$ cat config.mk
export PLATFORM = sky130hd
export DESIGN_NAME = gvs_front
export DESIGN_NICKNAME = d
export VERILOG_FILES = /design/src/hw/rtl/gvs_pkg.sv /design/src/hw/rtl/gvs_front.sv
export SDC_FILE = /design/constraint.sdc
export NUM_CORES = 1
export LEC_CHECK = 0
export ABC_CLOCK_PERIOD_IN_PS = 1000
export BUFFER_PORTS_ARGS = -buffer_cell sky130_fd_sc_hd__buf_4
export CORE_MARGIN = 5
export CORE_UTILIZATION = 23
export DETAILED_ROUTE_END_ITERATION = 10
export GPL_TIMING_DRIVEN = 0
export PLACE_DENSITY = 0.79
export SKIP_LAST_GASP = 1
export SYNTH_ARGS = -nofsm -noshare
export SYNTH_HDL_FRONTEND = slang
export SYNTH_SLANG_ARGS = --single-unit
$ cat constraint.sdc
create_clock -name vclk -period 1
set_clock_uncertainty 0.15 [all_clocks]
set_input_delay 0.2 -clock vclk [all_inputs]
set_output_delay 0.2 -clock vclk [all_outputs]
set_load 0.01 [all_outputs]
$ cat src/hw/rtl/gvs_pkg.sv
`timescale 1ns / 1ps
package gvs_pkg;

  localparam int SLOT_COUNT_DEF  = 256;
  localparam int QUEUE_DEPTH_DEF = 2;

  localparam logic [15:0] FREE_MARK  = 16'hFFFF;
  localparam logic [7:0]  SHORT_MASK = 8'h3F;

  localparam logic [3:0] LEN_NONE  = 4'd0;
  localparam logic [3:0] LEN_SHORT = 4'd1;
  localparam logic [3:0] LEN_BYTE  = 4'd2;
  localparam logic [3:0] LEN_WORD  = 4'd3;

  typedef enum logic [1:0] {
    OUT_UPDATED  = 2'd0,
    OUT_INSERTED = 2'd1,
    OUT_IGNORED  = 2'd2,
    OUT_FULL     = 2'd3
  } outcome_t;

  typedef enum logic [1:0] {
    ST_IDLE,
    ST_SCAN,
    ST_EMIT
  } back_state_t;

  typedef struct packed {
    logic [15:0] group_address;
    logic [3:0]  length_field;
    logic [7:0]  short_payload;
    logic [7:0]  payload_high;
    logic [7:0]  payload_low;
  } req_item_t;

  typedef struct packed {
    outcome_t    outcome;
    logic [7:0]  slot_index;
    logic [15:0] stored_value;
  } result_item_t;

  typedef struct packed {
    logic        lookup;
    logic [15:0] group_address;
    logic [15:0] value;
  } work_item_t;

  typedef struct packed {
    logic [15:0] group_address;
    logic [15:0] value;
  } slot_entry_t;

endpackage

$ cat src/hw/rtl/gvs_front.sv
`timescale 1ns / 1ps
module gvs_front (
  input  logic                req_valid,
  output logic                req_ready,
  input  gvs_pkg::req_item_t  req,
  output logic                push_valid,
  input  logic                push_ready,
  output gvs_pkg::work_item_t push_data
);

  logic [15:0] value;

  always_comb begin
    case (req.length_field)
      gvs_pkg::LEN_SHORT: value = {8'h00, req.short_payload & gvs_pkg::SHORT_MASK};
      gvs_pkg::LEN_BYTE:  value = {8'h00, req.payload_high};
      gvs_pkg::LEN_WORD:  value = {req.payload_high, req.payload_low};
      default:            value = 16'h0000;
    endcase
  end

  always_comb begin
    push_data.lookup        = req.length_field inside {[gvs_pkg::LEN_NONE:gvs_pkg::LEN_WORD]};
    push_data.group_address = req.group_address;
    push_data.value         = value;
  end

  assign push_valid = req_valid;
  assign req_ready  = push_ready;

endmodule

==> impl_metrics.env <==
export IMPL_drt_iter0_markers=3
export IMPL_tightest_slew_ns=0.241
export IMPL_max_freq_mhz=770
export IMPL_p_seq_share_pct=0
export IMPL_synth_area_top_cells="buf_4, mux2i_1, and2_1"
export IMPL_portBuffers=61
export IMPL_rsz0062_at_grt="yes"
export IMPL_setup_viol=17
export IMPL_die_area_um2=2670
export IMPL_vias=626
export IMPL_nFillCells=152
export IMPL_drc=0
export IMPL_ff_latch_area_um2=0
export IMPL_grt_overflow=0
export IMPL_cp_slowest_stage_delay_ns=0.22
export IMPL_place_congestion=0.676
export IMPL_drv_cap=0
export IMPL_period_needed_ns=1.30
export IMPL_setup_tns_ns=-4.64
export IMPL_firstDrtPassIters=2
export IMPL_netlist_instances=55
export IMPL_cts_hold_buffers=0
export IMPL_avgSynthCellArea_um2=7.26
export IMPL_antenna_cells=0
export IMPL_nets=166
export IMPL_synth_nets=101
export IMPL_hold_path_class="in -> out"
export IMPL_grt_max_degree=11
export IMPL_core_um2=1690
export IMPL_finalWorstSetupSlack_ns=-0.298
export IMPL_synth_seq_area_share_pct=0
export IMPL_status="finished, violations left"
export IMPL_violations="negative setup slack"
export IMPL_pwr_share_comb_pct=100.0
export IMPL_internal_power_mw=0.290
export IMPL_dp_slack_ns=-0.416
export IMPL_synth_top_area_share_pct=33.9
export IMPL_grt_use_total_pct=12.4
export IMPL_drive_gt1_share_pct=92.4
export IMPL_area_growth_pct=188
export IMPL_dp_hpwl_mm=1.60
export IMPL_p_leak_nw=0.580
export IMPL_arrival_ns=0.95
export IMPL_hold_violations=0
export IMPL_routedWlPerCell_um=13.8
export IMPL_period_share_pct=130
export IMPL_power_density_nw_per_um2=396
export IMPL_critPathLaunchType="input pin"
export IMPL_chipWidth_um=51.7
export IMPL_worst_endpoint_required_ns=0.65
export IMPL_clockPowerShare_pct=0
export IMPL_crit_chain="buf_12, buf_8, mux2i_1, a211oi_2, buf_4"
export IMPL_path_delay_family="buffers and inverters"
export IMPL_crit_slowest_cell="a211oi_2"
export IMPL_mappedNetlistArea_um2=399
export IMPL_swShare_pct=36.2
export IMPL_grt_pass1_wl_mm=2.69
export IMPL_routed_wl_mm=1.86
export IMPL_synth_area_leader_cell="buf_4"
export IMPL_p_sw_mw=0.165
export IMPL_rows=15
export IMPL_synth_cell_types=13
export IMPL_flops_and_latches=0
export IMPL_ys_warnings_count=0
export IMPL_ioPinCount=81
export IMPL_ant_nets=0
export IMPL_relSlewSlack_pct=84.0
export IMPL_critPathMaxFanout=6
export IMPL_die_h_um=51.7
export IMPL_worst_setup_path_end_kind="output port"
export IMPL_grt_pass1_vias=611
export IMPL_cp_num_buf_inv=3
export IMPL_viasPerCell=4.64
export IMPL_n_clock_buffer=0
export IMPL_initial_core_util_pct=23.6
export IMPL_critPathKind="in -> out"
export IMPL_maxSlewViolCount=0
export IMPL_antenna_found_initial=0
export IMPL_ir_drop_uv=194
path summary, 6_finish.rpt:
kind              slack [ns]  cells after the start    start       endpoint
setup / recovery       -0.30                      5  req[25]   push_data[3]
hold / removal          0.43                      2  req[36]  push_data[24]
synthesized netlist by cell type (2+ instances only):
cell	count
nor2_1	2
a21oi_1	6
and2_1	8
a211oi_1	6
mux2i_1	8
buf_4	18
layout make-up:
type | count | area [µm²] | area share, %
Tap cell | 17 | 21.3 | 1.85
Multi-Input combinational cell | 33 | 358 | 31.2
Timing Repair Buffer | 64 | 596 | 51.9
Inverter | 1 | 3.75 | 0.327
Buffer | 20 | 170 | 14.8
kinds of logic after synthesis:
kind of cell    Yosys count  share of synthesized area, %
compound gates           12                          18.8
buf+inv                  22                          39.8
mux                       8                          20.1
simple gates             13                          21.3
layout by cell type, fill, tap and decap left out, drive strengths merged:
cell type	n
and2	8
and4bb	1
clkbuf	1
nor2	2
or2	1
mux2i	8
inv	1
or3b	1
a21oi	6
a211oi	6
buf	83
per-stage QoR:
| stage | hold slack (ns) | instance area, µm² | instances | total power, mW | util [%] |
|---|---|---|---|---|---|
| after global placement | 0.428 | 976 | 133 | 0.379 | 57.8 |
| after detailed placement | 0.429 | 976 | 133 | 0.386 | 57.8 |
| final | 0.427 | 1150 | 135 | 0.455 | 68.0 |
| after global routing | 0.431 | 1150 | 135 | 0.485 | 68.0 |
| after CTS | 0.429 | 1100 | 134 | 0.441 | 65.2 |
| after floorplan | 0.342 | 497 | 55 | 0.193 | - |
power groups by stage:
stage,Sequential (mW),Clock [mW],Combinational (mW)
after floorplan,0,0,0.193
after global placement,0,0,0.379
after detailed placement,0,0,0.386
after CTS,0,0,0.441
after global routing,0,0,0.485
final,0,0,0.455
routing by layer:
layer | track usage, % | routed length [µm]
met5 | 0 | 0
met4 | 0 | 0
met3 | 2.87 | 244
met2 | 25.0 | 991
met1 | 13.7 | 624
repair_timing:
| action | 4_1_cts | 5_1_grt |
|---|---|---|
| resized for setup | 22 | 7 |
| pin swaps | 15 | 8 |
| setup endpoints to repair | 17 | 17 |
| gates cloned | 1 | 1 |
| hold endpoints to repair | 0 | 0 |
| buffers inserted | 1 | 0 |
Power figures use the tool's default switching activity.
