--- config.mk ---
export PLATFORM = sky130hd
export DESIGN_NAME = gvs_fifo
export DESIGN_NICKNAME = d
export VERILOG_FILES = /design/src/hw/rtl/gvs_pkg.sv /design/src/hw/rtl/gvs_fifo.sv
export SDC_FILE = /design/constraint.sdc
export NUM_CORES = 1
export LEC_CHECK = 0
export BUFFER_PORTS_ARGS = -buffer_cell sky130_fd_sc_hd__buf_4
export CAP_MARGIN = 20
export CORE_MARGIN = 2
export CORE_UTILIZATION = 45
export CTS_BUF_LIST = sky130_fd_sc_hd__clkbuf_2
export DETAILED_ROUTE_END_ITERATION = 10
export PLACE_DENSITY = 0.74
export SETUP_SLACK_MARGIN = 0.5
export SLEW_MARGIN = 20
export SYNTH_ARGS = -nofsm -noshare
export SYNTH_HDL_FRONTEND = slang
export SYNTH_SLANG_ARGS = --single-unit
--- constraint.sdc ---
create_clock -name clk -period 2.5 [get_ports clk]
set_input_delay 0.125 -clock clk [delete_from_list [all_inputs] [get_ports clk]]
set_output_delay 0.125 -clock clk [all_outputs]
set_load 0.01 [all_outputs]
--- src/hw/rtl/gvs_pkg.sv ---
`timescale 1ns / 1ps
package gvs_pkg;

  localparam int SLOT_COUNT_DEF  = 256;
  localparam int QUEUE_DEPTH_DEF = 2;

  localparam logic [15:0] FREE_MARK  = 16'hFFFF;
  localparam logic [7:0]  SHORT_MASK = 8'h3F;

  localparam logic [3:0] LEN_NONE  = 4'd0;
  localparam logic [3:0] LEN_SHORT = 4'd1;
  localparam logic [3:0] LEN_BYTE  = 4'd2;
  localparam logic [3:0] LEN_WORD  = 4'd3;

  typedef enum logic [1:0] {
    OUT_UPDATED  = 2'd0,
    OUT_INSERTED = 2'd1,
    OUT_IGNORED  = 2'd2,
    OUT_FULL     = 2'd3
  } outcome_t;

  typedef enum logic [1:0] {
    ST_IDLE,
    ST_SCAN,
    ST_EMIT
  } back_state_t;

  typedef struct packed {
    logic [15:0] group_address;
    logic [3:0]  length_field;
    logic [7:0]  short_payload;
    logic [7:0]  payload_high;
    logic [7:0]  payload_low;
  } req_item_t;

  typedef struct packed {
    outcome_t    outcome;
    logic [7:0]  slot_index;
    logic [15:0] stored_value;
  } result_item_t;

  typedef struct packed {
    logic        lookup;
    logic [15:0] group_address;
    logic [15:0] value;
  } work_item_t;

  typedef struct packed {
    logic [15:0] group_address;
    logic [15:0] value;
  } slot_entry_t;

endpackage

--- src/hw/rtl/gvs_fifo.sv ---
`timescale 1ns / 1ps
module gvs_fifo #(
  parameter int DEPTH = gvs_pkg::QUEUE_DEPTH_DEF
) (
  input  logic                clk,
  input  logic                rst,
  input  logic                push_valid,
  output logic                push_ready,
  input  gvs_pkg::work_item_t push_data,
  output logic                pop_valid,
  input  logic                pop_ready,
  output gvs_pkg::work_item_t pop_data
);

  localparam int PTRW = $clog2(DEPTH);
  localparam int CNTW = $clog2(DEPTH + 1);

  gvs_pkg::work_item_t store [DEPTH];
  logic [PTRW-1:0] wr_ptr;
  logic [PTRW-1:0] rd_ptr;
  logic [CNTW-1:0] count;
  logic            push;
  logic            pop;

  assign push_ready = (count != CNTW'(DEPTH));
  assign pop_valid  = (count != '0);
  assign pop_data   = store[rd_ptr];
  assign push       = push_valid && push_ready;
  assign pop        = pop_valid && pop_ready;

  always_ff @(posedge clk) begin
    if (push) begin
      store[wr_ptr] <= push_data;
    end
  end

  always_ff @(posedge clk) begin
    if (rst) begin
      wr_ptr <= '0;
      rd_ptr <= '0;
      count  <= '0;
    end else begin
      if (push) begin
        wr_ptr <= (wr_ptr == PTRW'(DEPTH - 1)) ? '0 : wr_ptr + PTRW'(1);
      end
      if (pop) begin
        rd_ptr <= (rd_ptr == PTRW'(DEPTH - 1)) ? '0 : rd_ptr + PTRW'(1);
      end
      if (push && !pop) begin
        count <= count + CNTW'(1);
      end else if (pop && !push) begin
        count <= count - CNTW'(1);
      end
    end
  end

endmodule

==> impl_summary.txt <==
----------------------------------------------------
[Run status]
  Run status ... complete, no violations

[Setup path]
  Cell type of the slowest stage on the worst timing path ... sky130_fd_sc_hd__mux2_2
  Number of cells traversed by the worst register-to-register path ... 4
  Worst Setup Path Type ... register to output port
  Capture point of the worst reg-to-reg path ... store[0][24]$_DFFE_PP_
  Startpoint type of the worst setup path ... register
  Endpoint type of the worst setup path ... output port
  Beginning of the worst register-to-register path ... count[0]$_SDFFE_PP0P_
  Chain of cells forming the critical path ... buf_4, mux2_2, buf_4
  CP dominant cell by count ... sky130_fd_sc_hd__buf_4
  Critical-path maximum fanout ... 33
  Delay of the slowest cell on the worst path ... 0.40 ns
  CP Data Required Time ... 2.38 ns
  Worst Path Arrival ... 1.74 ns
  Flop2flop setup slack ... 0.70 ns
  Worst Setup EP ... pop_data[20]

[Clocking]
  Maximum buffer depth of the clock tree ... 2
  Register clock-pin slew on the reported worst setup and hold paths ... 0.17 ns
  Source-to-sink clock delay at the later pin of the worst-skew pair ... 0.47 ns
  Number of buffers inserted to repair setup after CTS ... 0
  Num CTS Buffers ... 9
  Sink count of the clock tree ... 71
  Library cell used as clock root buffer ... sky130_fd_sc_hd__clkbuf_2
  CTS tree ... yes
  Number of H-tree levels ... 3

[Hold path]
  Hold Crit Class ... primary input to register

[Synthesis]
  Count of unique library cells instantiated by Yosys ... 17
  Mapped Avg Cell Area ... 20.4 µm²
  Synth async-reset ratio ... 0%
  Yosys warns ... 0
  Number of instances in the synthesized netlist ... 127
  Flip-flop and latch count after synthesis ... 71
  Total nets after synthesis ... 165
  Leading register cell type out of synthesis ... sky130_fd_sc_hd__edfxtp_1
  EDFF count, synth ... 66
  Sequential-to-total area share from yosys stat ... 80.2%
  Synthesized area ... 0.00260 mm²

[Timing]
  Final Hold Violating Endpoints ... 0
  Maximum clock frequency ... 0.535 GHz
  Final setup TNS ... 0 ns
  Period utilization ... 74.7%
  Worst Clk Skew ... 0.0120 ns
  Final setup violation count ... 0
  Normalized max-slew margin ... 70.3%
  Setup repair after global routing missed its margin ... false
  Final-report max-slew violation count ... 0
  Min Clock Period, post-route ... 1.87 ns
  Slew of the pin with the lowest slew margin ... 0.446 ns

[Power]
  Max rail drop VDD ... 0.528 mV
  Total power consumption of the routed design ... 3.10 mW
  Part of the total power dissipated in sequential elements ... 49.5%
  Standby leakage power ... 1.40 nW
  Internal power summed over all cells ... 2.23 mW
  Pwr per Cell Area ... 843 mW/mm²
  Combinational Power Share ... 31.7%
  Clk pwr share ... 18.8%
  Fraction of power spent switching nets ... 27.9%
  Sw power ... 865 µW

[Die]
  Y dimension of the die ... 80.0 µm
  Area enclosed by the die boundary ... 0.00639 mm²
  Starting density of the core ... 46.9%
  Num ports ... 72
  Floorplan Core Area ... 0.00554 mm²
  Row count ... 27
  X dimension of the die ... 80.0 µm

[Flow run]
  Maximum Capacitance Violations ... 0

[Placed design]
  Cell count after placement ... 269
  Placer congestion estimate ... 0.663
  Port Buf Inserts ... 71
  Detailed placement HPWL ... 3040 µm

[GRT]
  Overall routing resource usage ... 16.5%
  Antenna violations before repair ... 0
  First-pass GRT wire length ... 7410 µm
  Pin count of the biggest net entering global routing ... 34
  Vias in the first global route ... 1553
  Total gr overflow ... 0

[Finish]
  Final cell count without fillers ... 319
  Final antenna diode count ... 0
  Layout cells sized above 1 ... 49.8%
  Area Growth Syn to Fin ... 41.6%
  Number of nets in the final layout ... 281
  Fin util ... 66.4%

[Detailed routing]
  Number of DRC violations after detailed routing ... 0
  Antenna-violating nets left ... 0
  Routed wirelength normalized by instance count ... 15.5 µm
  Wire length after detailed routing ... 4930 µm
  Vias ... 1520
  Iteration-0 DRC Markers ... 60
  Detailed-router iteration count before antenna repair ... 4
  Vias/cell ... 4.76

----------------------------------------------------
## flip-flops by register name (all words and copies together) (netlist names), named ones only
signal,flops
count,2
rd_ptr,1
store,66
wr_ptr,1
## per-stage QoR
step	setup WS [ns]	hold slack, ns	area, µm²
6_report	0.632	0.118	3680
5_1_grt	0.516	0.144	3680
4_1_cts	0.573	0.0670	3670
3_5_place_dp	0.595	0.313	3220
3_3_place_gp	0.749	0.312	3220
2_1_floorplan	0.613	0.194	2600
## per-layer routing
metal  up-vias  global-route usage [%]  part of all wire, %
li1        721                       -                    -
met1       725                    17.5                   39
met2        54                    28.7                   52
met3        20                    4.98                  5.9
met4         0                    9.66                  3.3
met5         -                       0                    0
## timing repair
action                                 CTS  global route
hold buffers                            35             0
setup endpoints to repair                0            20
resized for setup                        0             1
endpoints found under the hold margin   71             0
## Yosys cell counts, drive strengths merged, types with 2 or more instances
cell	instances	area share, %
xor2	3	1.0
dfxtp	5	3.9
nor2	3	0.43
buf	4	0.77
a21oi	2	0.39
mux2	33	14
edfxtp	66	76
o21ai	2	0.39
## worst max-delay path, delay by kind of cell, from the launching register on
family	cells	cell delay (ns)
muxes	1	0.40
DFF	1	0.35
buffers and inverters	2	0.52
## kinds of logic (layout without fill, tap and decap cells)
logic type	Yosys count	in the layout	share of synthesized area, %
AO/OA/AOI/OAI	5	5	1.16
XOR/XNOR	3	3	1.01
adder cells (fa/ha/maj)	1	1	0.482
buffers and inverters	5	125	0.916
flip-flops	71	71	80.2
multiplexers	33	33	14.3
AND/OR/NAND/NOR	9	9	1.93
## placed cells by master (no fill, tap or decap), drive strengths merged
master | synthesis | layout
mux2 | 33 | 33
clkinvlp | 0 | 2
bufinv | 0 | 1
a21bo | 1 | 1
nand2b | 1 | 1
xor2 | 3 | 3
dfxtp | 5 | 5
and2 | 1 | 1
or3 | 1 | 1
clkbuf | 0 | 10
buf | 4 | 74
clkinv | 0 | 3
o21ai | 2 | 2
nand3b | 1 | 1
and3 | 1 | 1
ha | 1 | 1
or2 | 1 | 1
a21oi | 2 | 2
nor2 | 3 | 3
edfxtp | 66 | 66
dlygate4sd3 | 0 | 35
## power by group through the flow
stage               Sequential (mW)  Clock (mW)  Combinational [mW]
floorplan                      1.55           0               0.528
global placement               1.55           0               0.909
detailed placement             1.56           0               0.939
CTS                            1.53       0.601               0.986
global route                   1.55       0.643                1.06
finish                         1.53       0.584               0.982
## layout make-up
type	count	area (µm²)
clock buffers	10	50.0
clock inverters	5	50.0
fillers	390	1860
inverters	1	7.51
multi-input cells	51	490
flip-flops and latches	71	2080
well taps	72	90.1
repair buffers	109	906
## worst min path at each step
| stage | start | endpoint | slack, ns | depth (start not counted) |
|---|---|---|---|---|
| after CTS | pop_ready | register | 0.07 | 4 |
| after detailed placement | push_data[0] | store[1][0]$_DFFE_PP_ | 0.31 | 1 |
| after floorplan | rst | count[1]$_SDFFE_PP0P_ | 0.19 | 1 |
| after global routing | pop_ready | register | 0.14 | 4 |
| after global placement | push_data[26] | store[0][26]$_DFFE_PP_ | 0.31 | 1 |
| final | pop_ready | register | 0.12 | 4 |
Power figures use the tool's default switching activity.
